$ cat src/hdl/nudft_pkg.sv
// shared types, constants and tables of the non-uniform dft engine
`default_nettype none
package nudft_pkg;

   localparam int MAX_ENTRIES_DEF = 4096;
   localparam int ANGLE_BITS_DEF  = 16;
   localparam int CORDIC_STEPS    = 24;
   localparam int TRIG_W          = 19;
   localparam int TERM_W          = 35;
   localparam int OUT_W           = 48;

   localparam logic [1:0] ACT_CLEAR = 2'd0;
   localparam logic [1:0] ACT_LOAD  = 2'd1;
   localparam logic [1:0] ACT_QUERY = 2'd2;

   localparam logic [0:0] CSR_DIRECTION = 1'd0;
   localparam logic [0:0] CSR_Z_OFFSET  = 1'd1;

   localparam logic signed [33:0] CORDIC_X0 = 34'sd652032874;
   localparam logic signed [21:0] TRIG_ONE  = 22'sd131072;

   typedef struct packed {
      logic signed [31:0] a;
      logic signed [31:0] b;
      logic signed [31:0] c;
      logic signed [31:0] re;
      logic signed [31:0] im;
   } entry_type;

   typedef struct packed {
      logic signed [TRIG_W-1:0] cos;
      logic signed [TRIG_W-1:0] sin;
   } trig_type;

   typedef enum logic [3:0] {
      ST_IDLE, ST_FETCH, ST_MUL_A, ST_MUL_B, ST_MUL_C, ST_PH_END,
      ST_TRIG_GO, ST_TRIG_WAIT, ST_TERM0, ST_TERM1, ST_TERM2, ST_TERM3,
      ST_TERM4, ST_ACCUM, ST_FINISH
   } state_type;

   function automatic logic signed [31:0] atan_turns(input logic [4:0] i);
      case (i)
         5'd0:  atan_turns = 32'sh20000000;
         5'd1:  atan_turns = 32'sh12E4051E;
         5'd2:  atan_turns = 32'sh09FB385B;
         5'd3:  atan_turns = 32'sh051111D4;
         5'd4:  atan_turns = 32'sh028B0D43;
         5'd5:  atan_turns = 32'sh0145D7E1;
         5'd6:  atan_turns = 32'sh00A2F61E;
         5'd7:  atan_turns = 32'sh00517C55;
         5'd8:  atan_turns = 32'sh0028BE53;
         5'd9:  atan_turns = 32'sh00145F2F;
         5'd10: atan_turns = 32'sh000A2F98;
         5'd11: atan_turns = 32'sh000517CC;
         5'd12: atan_turns = 32'sh00028BE6;
         5'd13: atan_turns = 32'sh000145F3;
         5'd14: atan_turns = 32'sh0000A2FA;
         5'd15: atan_turns = 32'sh0000517D;
         5'd16: atan_turns = 32'sh000028BE;
         5'd17: atan_turns = 32'sh0000145F;
         5'd18: atan_turns = 32'sh00000A30;
         5'd19: atan_turns = 32'sh00000518;
         5'd20: atan_turns = 32'sh0000028C;
         5'd21: atan_turns = 32'sh00000146;
         5'd22: atan_turns = 32'sh000000A3;
         5'd23: atan_turns = 32'sh00000051;
         default: atan_turns = 32'sh00000000;
      endcase
   endfunction

endpackage
`default_nettype wire

$ cat src/hdl/nudft_cordic.sv
// iterative cordic unit giving q1.17 cosine and sine of an angle
`default_nettype none
module nudft_cordic #(
   parameter int ANGLE_BITS = nudft_pkg::ANGLE_BITS_DEF
) (
   input  wire logic                  clock,
   input  wire logic                  reset,
   input  wire logic                  start,
   input  wire logic [ANGLE_BITS-1:0] angle,
   output logic                       done,
   output nudft_pkg::trig_type        result
);

   logic signed [33:0] x_ff, x_in, y_ff, y_in;
   logic signed [31:0] z_ff, z_in;
   logic [4:0]         step_ff, step_in;
   logic [1:0]         quad_ff, quad_in;
   logic               busy_ff, busy_in, done_ff, done_in;
   logic [31:0]        sh;
   logic signed [33:0] dx, dy;
   logic signed [nudft_pkg::TRIG_W-1:0] cx, cy;

   function automatic logic signed [nudft_pkg::TRIG_W-1:0] clamp_trig(
      input logic signed [33:0] v);
      logic signed [34:0] t;
      logic signed [21:0] r;
      t = 35'(v) + 35'sd4096;
      r = 22'(t >>> 13);
      if (r > nudft_pkg::TRIG_ONE) begin
         r = nudft_pkg::TRIG_ONE;
      end else if (r < -nudft_pkg::TRIG_ONE) begin
         r = -nudft_pkg::TRIG_ONE;
      end
      clamp_trig = r[nudft_pkg::TRIG_W-1:0];
   endfunction

   assign sh = {angle, {(32 - ANGLE_BITS){1'b0}}} + 32'h2000_0000;
   assign dx = y_ff >>> step_ff;
   assign dy = x_ff >>> step_ff;

   always_comb begin
      x_in = x_ff;
      y_in = y_ff;
      z_in = z_ff;
      step_in = step_ff;
      quad_in = quad_ff;
      busy_in = busy_ff;
      done_in = 1'b0;
      if (start) begin
         x_in = nudft_pkg::CORDIC_X0;
         y_in = '0;
         z_in = $signed({2'b00, sh[29:0]}) - 32'sh2000_0000;
         quad_in = sh[31:30];
         step_in = '0;
         busy_in = 1'b1;
      end else if (busy_ff) begin
         if (z_ff >= 0) begin
            x_in = x_ff - dx;
            y_in = y_ff + dy;
            z_in = z_ff - nudft_pkg::atan_turns(step_ff);
         end else begin
            x_in = x_ff + dx;
            y_in = y_ff - dy;
            z_in = z_ff + nudft_pkg::atan_turns(step_ff);
         end
         step_in = step_ff + 5'd1;
         if (step_ff == 5'(nudft_pkg::CORDIC_STEPS - 1)) begin
            busy_in = 1'b0;
            done_in = 1'b1;
         end
      end
   end

   always_ff @(posedge clock) begin
      if (reset) begin
         busy_ff <= 1'b0;
         done_ff <= 1'b0;
      end else begin
         busy_ff <= busy_in;
         done_ff <= done_in;
      end
      x_ff <= x_in;
      y_ff <= y_in;
      z_ff <= z_in;
      step_ff <= step_in;
      quad_ff <= quad_in;
   end

   assign cx = clamp_trig(x_ff);
   assign cy = clamp_trig(y_ff);

   always_comb begin
      case (quad_ff)
         2'd0: begin
            result.cos = cx;
            result.sin = cy;
         end
         2'd1: begin
            result.cos = -cy;
            result.sin = cx;
         end
         2'd2: begin
            result.cos = -cx;
            result.sin = -cy;
         end
         default: begin
            result.cos = cy;
            result.sin = -cx;
         end
      endcase
   end

   assign done = done_ff;

endmodule
`default_nettype wire

$ cat config.mk
export PLATFORM = sky130hd
export DESIGN_NAME = nudft_cordic
export DESIGN_NICKNAME = d
export VERILOG_FILES = /design/src/hdl/nudft_pkg.sv /design/src/hdl/nudft_cordic.sv
export SDC_FILE = /design/constraint.sdc
export NUM_CORES = 1
export LEC_CHECK = 0
export ABC_AREA = 0
export BUFFER_PORTS_ARGS = -buffer_cell sky130_fd_sc_hd__buf_2
export CAP_MARGIN = 40
export CORE_MARGIN = 2
export CORE_UTILIZATION = 60
export DETAILED_ROUTE_END_ITERATION = 6
export PLACE_DENSITY_LB_ADDON = 0.15
export SLEW_MARGIN = 20
export SYNTH_ARGS = -nofsm -noshare
export SYNTH_HDL_FRONTEND = slang
export SYNTH_SLANG_ARGS = --single-unit
$ cat constraint.sdc
create_clock -name clock -period 12.75 [get_ports clock]
set_input_delay 0 -clock clock [delete_from_list [all_inputs] [get_ports clock]]
set_output_delay 0 -clock clock [all_outputs]
set_load 0.005 [all_outputs]
==> flow_metrics.env, run 1 <==
export IMPL_routabilityCongestion=1.04
export IMPL_dr_total_vias=21800
export IMPL_drive_above_1_share_pct=11.2
export IMPL_max_slew_margin_rel_pct=39.1
export IMPL_drt_pass1_iter_count=6
export IMPL_slowest_stage="buf_4"
export IMPL_num_nets_final=2774
export IMPL_p_leak_uw=0.00870
export IMPL_grt_use_total_pct=38.2
export IMPL_grt_max_degree=100
export IMPL_cts_root_buf="clkbuf_16"
export IMPL_period_needed_ns=7.46
export IMPL_peakVddDrop_uv=235
export IMPL_cp_start_kind="register"
export IMPL_ys_seq_area_share_pct=15.1
export IMPL_p_per_area_mw_per_mm2=297
export IMPL_fin_worst_skew_ns=0.0226
export IMPL_fin_crit_sh_pct=58.5
export IMPL_hold_violations=0
export IMPL_grt_pass1_wl_um=109000
export IMPL_clock_path_buffers=2
export IMPL_crit_fanout=51
export IMPL_clk_pin_slew_ns=0.08
export IMPL_path_class="reg -> reg"
export IMPL_status="completed"
export IMPL_setup_ws_ns=5.29
export IMPL_drcViolationCount=0
export IMPL_grt_pass1_vias=20100
export IMPL_chipWidth_um=190
export IMPL_crit_path_max_incr_delay_ns=0.59
export IMPL_tightest_slew_ns=0.907
export IMPL_die_y_um=190
export IMPL_critPathTopFamily="simple AND/OR/NAND/NOR gates"
export IMPL_hold_depth=2
export IMPL_crit_top_cell="a21oi_1"
export IMPL_io_pins=58
export IMPL_h_tree_depth=4
export IMPL_io_buffer_count=57
export IMPL_fp_row_count=68
export IMPL_r2r_cells=25
export IMPL_whs_endpoint="x_ff[24]"
export IMPL_dpl_worst_slack_ns=5.50
export IMPL_synthTopCellsByArea="dfxtp_1 (10%), mux4_2 (7.9%), ha_1 (6.8%)"
export IMPL_rsz0062_at_grt="no"
export IMPL_synth_edf_count=34
export IMPL_vias_per_cell=7.03
export IMPL_worst_r2r_endpoint="x_ff[33]"
export IMPL_syn_num_nets=2839
export IMPL_numCtsBuffers=17
export IMPL_yosys_area_top_type="dfxtp_1"
export IMPL_cts_resized=0
export IMPL_ant_nets=0
export IMPL_yosysTopAreaCellShare_pct=10.1
export IMPL_yosysWarnings=0
export IMPL_r2r_start="step_ff[1]"
export IMPL_hpwlAfterDp_um=51200
export IMPL_tns_ns=0
export IMPL_clkSinkCount=139
export IMPL_syn_inst=2704
export IMPL_drt_initial_drc_count=2485
export IMPL_diodes=0
export IMPL_synth_cell_type_count=99
export IMPL_start_util_pct=60.4
export IMPL_end_kind="register"
export IMPL_grt_antenna_before_repair=1
export IMPL_fmax_mhz=134
export IMPL_critPathBufInv=2
export IMPL_worst_ep_required_time_ns=13.10
export IMPL_slew_violations=0
export IMPL_ys_ff_latch=139
export IMPL_hp_class="in -> reg"
export IMPL_setup_viol=0
export IMPL_r2r_slack_ns=5.29
export IMPL_syn_avg_cell_area_um2=7.66
export IMPL_synthArstFlopShare_pct=0
export IMPL_crit_arrival_ns=7.81
export IMPL_routed_wl_um=70200
export IMPL_synthFlopType="dfxtp_1"
export IMPL_areaGrowthSynthToFinish_pct=5.44
export IMPL_gr_total_overflow=0
export IMPL_coreArea_mm2=0.0343
export IMPL_min_delay_start="start"
export IMPL_dieArea_mm2=0.0360
export IMPL_clk_latency_ns=0.48
export IMPL_syn_cell_area_mm2=0.0207
export IMPL_post_drt_wl_per_cell_um=22.6
export IMPL_cts_tree="yes"
export IMPL_cap_violations=0
[metrics by stage]
stage | instance area (um^2) | instances | hold WS [ns] | util [%] | power (uW)
after detailed placement | 20900 | 3048 | 0.221 | 61.0 | 5730
after global placement | 20800 | 3042 | 0.216 | 60.7 | 5620
after global routing | 21800 | 3107 | 0.0938 | 63.7 | 6980
after CTS | 21700 | 3099 | 0.0575 | 63.4 | 6320
after floorplan | 20700 | 2704 | 0.0724 | - | 4590
final | 21800 | 3107 | 0.0711 | 63.7 | 6480
[routing by layer]
metal | up-vias | routed length [um] | global-route usage [%]
li1 | 9953 | - | -
met1 | 10300 | 28200 | 50.2
met2 | 1311 | 30400 | 59.1
met3 | 286 | 8020 | 9.13
met4 | 2 | 3500 | 18.3
met5 | - | 13 | 0
[cell usage after synthesis (14+ instances only)]
master	instances
nand2_1	293
nor2_1	255
o21ai_0	198
a21oi_1	186
clkbuf_1	140
xnor2_1	115
ha_1	113
xor2_1	109
dfxtp_1	105
mux2i_1	93
nor3_1	76
mux4_2	73
nand3_1	69
inv_1	67
a21o_1	56
mux2_2	39
or3_1	36
o31ai_1	35
edfxtp_1	34
a211oi_1	33
a31oi_1	30
nand2b_1	27
o211ai_1	25
o21a_1	25
o22ai_1	25
and3_1	24
nand4_1	23
nor2b_1	23
buf_6	20
or2_2	20
buf_1	19
nor4_1	19
buf_2	15
a22oi_1	14
o21bai_1	14
[layout make-up]
class / count / area (um^2)
clock buffers: 19 / 475
flip-flops and latches: 139 / 3140
fillers: 3017 / 12500
well taps: 455 / 569
inverters: 70 / 263
clock inverters: 13 / 163
repair buffers: 120 / 891
multi-input cells: 2291 / 16300
[placed cells by master, fill, tap and decap left out, drive strengths merged, types with 12 or more instances in the layout]
master / synthesis / final
xor2: 109 / 109
edfxtp: 34 / 34
clkbuf: 140 / 22
nand3: 69 / 69
dlygate4sd3: 0 / 19
mux2i: 94 / 94
o21bai: 14 / 14
ha: 113 / 113
nand2: 293 / 293
dfxtp: 105 / 105
nor4: 20 / 20
and3: 24 / 24
or2: 23 / 23
nor3: 76 / 76
and2: 13 / 13
o22ai: 25 / 25
nor2: 255 / 255
a22oi: 14 / 14
o21ai: 202 / 202
o31ai: 35 / 35
a31oi: 30 / 30
o211ai: 25 / 25
mux2: 41 / 41
inv: 69 / 77
a211oi: 33 / 33
a21oi: 187 / 187
or3: 36 / 36
o221ai: 12 / 12
o21a: 25 / 25
nor2b: 23 / 23
a21o: 56 / 56
mux4: 79 / 79
nand2b: 27 / 27
xnor2: 115 / 115
buf: 64 / 98
nand4: 24 / 24
[where the power goes]
group / switching [uW] / internal (uW)
clock network: 254 / 304
registers: 307 / 616
logic: 2890 / 2100
total: 3450 / 3020
[how the worst max path moves through the flow]
| stage | start | endpoint | cells past startpoint |
|---|---|---|---|
| 2_1_floorplan | step_ff[1] | x_ff[33] | 29 |
| 3_3_place_gp | step_ff[1] | x_ff[33] | 24 |
| 3_5_place_dp | step_ff[1] | x_ff[33] | 25 |
| 4_1_cts | step_ff[1] | x_ff[33] | 25 |
| 5_1_grt | step_ff[1] | x_ff[33] | 25 |
| 6_report | step_ff[1] | x_ff[33] | 25 |
[cells by family after synthesis]
kind of cell / Yosys count / synth area share, %
adder cells (fa/ha/maj): 116 / 7.12
buffers and inverters: 274 / 6.14
AND/OR/NAND/NOR: 934 / 21.3
multiplexers: 214 / 15.5
flip-flops: 139 / 15.1
AO/OA/AOI/OAI: 803 / 25.4
XOR/XNOR: 224 / 9.47
[timing repair]
action	4_1_cts	5_1_grt
buffers inserted	0	0
hold endpoints to repair	19	0
hold buffers	19	0
No activity file was read; power rests on OpenSTA's default activity.
==> run 2: changes to the inputs <==
Settings changed: ABC_AREA 0 to 1.
Clock period 12.75 ns to 7.3 ns, I/O delays scaled along.
==> run 2 against run 1 <==
  * Wire length up 1.3%
  * Critical endpoint is now x_ff[23]
  * Cell area down 2.8%
  * Die area down 3.5%
  * Area after synthesis down 3.6%
  * Via count up 11%
==> flow_metrics.env, run 2 <==
export IMPL_status="completed"
export IMPL_ys_ff_latch=139
export IMPL_yosys_area_top_type="nand2_1"
export IMPL_finish_utilization_pct=65.0
export IMPL_synth_edf_count=34
export IMPL_period_needed_ns=5.76
export IMPL_place_area_mm2=0.0204
export IMPL_yosys_mux_area_fraction_pct=0
export IMPL_synthTopCellsByArea="nand2_1 (19%), nand3_1 (14%), dfxtp_1 (11%)"
export IMPL_drive_above_1_share_pct=6.48
export IMPL_crit_path_max_incr_delay_ns=0.60
export IMPL_coreArea_mm2=0.0326
export IMPL_hold_violations=0
export IMPL_synthAdderAreaFrac_pct=7.38
export IMPL_clkSinkCount=139
export IMPL_yosysWarnings=0
export IMPL_cap_violations=0
export IMPL_hp_class="in -> reg"
export IMPL_diodes=0
export IMPL_mostFrequentLayoutCells="nand2_1 (988), nand3_1 (544), inv_1 (355), nor2_1 (323), a21oi_1 (183)"
export IMPL_grt_pass1_vias=21700
export IMPL_crit_arrival_ns=6.11
export IMPL_ant_nets=0
export IMPL_slew_violations=0
export IMPL_fin_crit_sh_pct=78.9
export IMPL_synth_xor_area_share_pct=6.89
export IMPL_syn_inst=3488
export IMPL_gr_total_overflow=0
export IMPL_layout_commonest_cell="nand2_1"
export IMPL_regArea_mm2=0.00313
export IMPL_clk_latency_ns=0.46
export IMPL_cts_resized=0
export IMPL_grt_max_degree=73
export IMPL_post_cts_buffers=0
export IMPL_peakVddDrop_uv=390
export IMPL_drt_pass1_iter_count=7
export IMPL_io_pins=58
export IMPL_numCtsBuffers=17
export IMPL_syn_cell_area_mm2=0.0200
export IMPL_routed_wl_um=71100
export IMPL_yosysTopAreaCellShare_pct=18.6
export IMPL_tns_ns=0
export IMPL_post_drt_wl_per_cell_um=18.1
export IMPL_syn_avg_cell_area_um2=5.72
export IMPL_chipWidth_um=186
export IMPL_r2r_cells=30
export IMPL_tightest_slew_ns=0.849
export IMPL_p_leak_uw=0.0106
export IMPL_synth_compound_area_share_pct=14.9
export IMPL_drt_initial_drc_count=3258
export IMPL_fmax_mhz=174
export IMPL_end_kind="register"
export IMPL_fp_row_count=66
export IMPL_areaGrowthSynthToFinish_pct=6.27
export IMPL_start_util_pct=61.2
export IMPL_h_tree_depth=4
export IMPL_grt_use_total_pct=39.8
export IMPL_grt_pass1_wl_um=113000
export IMPL_die_y_um=186
export IMPL_synth_most_common_cell="nand2_1"
export IMPL_dr_total_vias=24200
export IMPL_post_route_cell_area_mm2=0.0212
export IMPL_synth_cell_type_count=64
export IMPL_cp_start_kind="register"
export IMPL_drcViolationCount=0
export IMPL_multiInputGateArea_mm2=0.0148
export IMPL_fin_worst_skew_ns=0.0179
export IMPL_path_class="reg -> reg"
export IMPL_syn_num_nets=3623
export IMPL_io_buffer_count=57
export IMPL_synthSimpleGateAreaFrac_pct=45.0
export IMPL_crit_top_cell="nand2_1"
export IMPL_setup_viol=0
export IMPL_cts_root_buf="clkbuf_16"
export IMPL_synth_common_cells="nand2_1 (988), nand3_1 (544), inv_1 (355)"
export IMPL_grt_antenna_before_repair=0
export IMPL_ys_seq_area_share_pct=15.6
export IMPL_cts_tree="yes"
export IMPL_p_per_area_mw_per_mm2=549
export IMPL_vias_per_cell=6.14
export IMPL_hpwlAfterDp_um=54700
export IMPL_clock_path_buffers=2
export IMPL_synthFlopType="dfxtp_1"
export IMPL_worst_ep_required_time_ns=7.65
export IMPL_clk_pin_slew_ns=0.08
export IMPL_hold_depth=2
export IMPL_synth_top_family_by_area="simple AND/OR/NAND/NOR gates"
export IMPL_nFillCells=3185
export IMPL_crit_fanout=46
export IMPL_routabilityCongestion=1.04
export IMPL_rsz0062_at_grt="no"
export IMPL_dieArea_mm2=0.0348
export IMPL_num_nets_final=3611
export IMPL_synthArstFlopShare_pct=0
export IMPL_max_slew_margin_rel_pct=43.3
export IMPL_slowest_stage="inv_2"
-- run 2: changes by cell type after synthesis, sizes merged, moves of 30 or more --
cell,delta
nor3,-37
inv,+300
o31ai,-30
clkbuf,-71
nand2,+720
mux2,-41
mux4,-79
xnor2,-59
nor2,+100
or3,-36
mux2i,-94
nand3,+481
a211oi,-31
a21o,-47
-- run 2: final cells by class --
type	count	area share, %
clock buffers	17	2.01
clock inverters	15	0.890
inverters	374	6.64
multi-input cells	2845	69.9
flip-flops and latches	139	14.7
well taps	442	2.61
repair buffers	99	3.22
-- run 2: final timing paths --
kind | from | endpoint | slack (ns)
max reg2reg | step_ff[1] | x_ff[23] | 1.54
max | step_ff[1] | x_ff[23] | 1.54
min reg2reg | y_ff[0] | y_ff[0] | 0.51
min | start | quad_ff[0] | 0.20
-- run 2: cells by family after synthesis --
kind of cell,after synthesis
and+or+nand+nor,2049
AOI/OAI and AO/OA,523
buffers and inverters,504
xor gates and xnor gates,157
DFF,139
adders and majority gates,116
-- run 2: worst max-delay path, delay by kind of cell, from the launching register on --
family,cells,cell delay [ns]
xor gates and xnor gates,2,0.31
AOI/OAI and AO/OA,5,1.35
adders and majority gates,2,0.54
buffers and inverters,4,1.15
and+or+nand+nor,17,1.93
DFF,1,0.33
-- run 2: metrics by stage --
step / instances / hold WS [ns] / power, uW / setup slack (ns)
2_1_floorplan: 3488 / 0.0793 / 8140 / 3.16
3_3_place_gp: 3879 / 0.180 / 10200 / 1.77
3_5_place_dp: 3881 / 0.188 / 10400 / 1.71
4_1_cts: 3930 / 0.181 / 11300 / 1.66
5_1_grt: 3931 / 0.206 / 12700 / 1.10
6_report: 3931 / 0.204 / 11700 / 1.54
-- run 2: report_power, final --
part / internal (uW) / total [uW] / leakage [uW] / switching, uW
clock: 465 / 909 / 0.000298 / 444
combinational: 3140 / 9170 / 0.00910 / 6030
sequential: 1070 / 1570 / 0.00121 / 501
-- run 2: routing by layer --
layer | track usage (%) | part of all wire [%] | vias to the layer above
met5 | 0 | 0 | -
met4 | 15.8 | 4.0 | 0
met3 | 10.0 | 13 | 204
met2 | 60.0 | 42 | 1426
met1 | 54.2 | 42 | 10900
li1 | - | - | 11600
-- run 2: what timing repair did --
action / 4_1_cts / 5_1_grt
hold buffers: 17 / 0
endpoints found under the setup margin: 0 / 0
hold endpoints to repair: 20 / 0
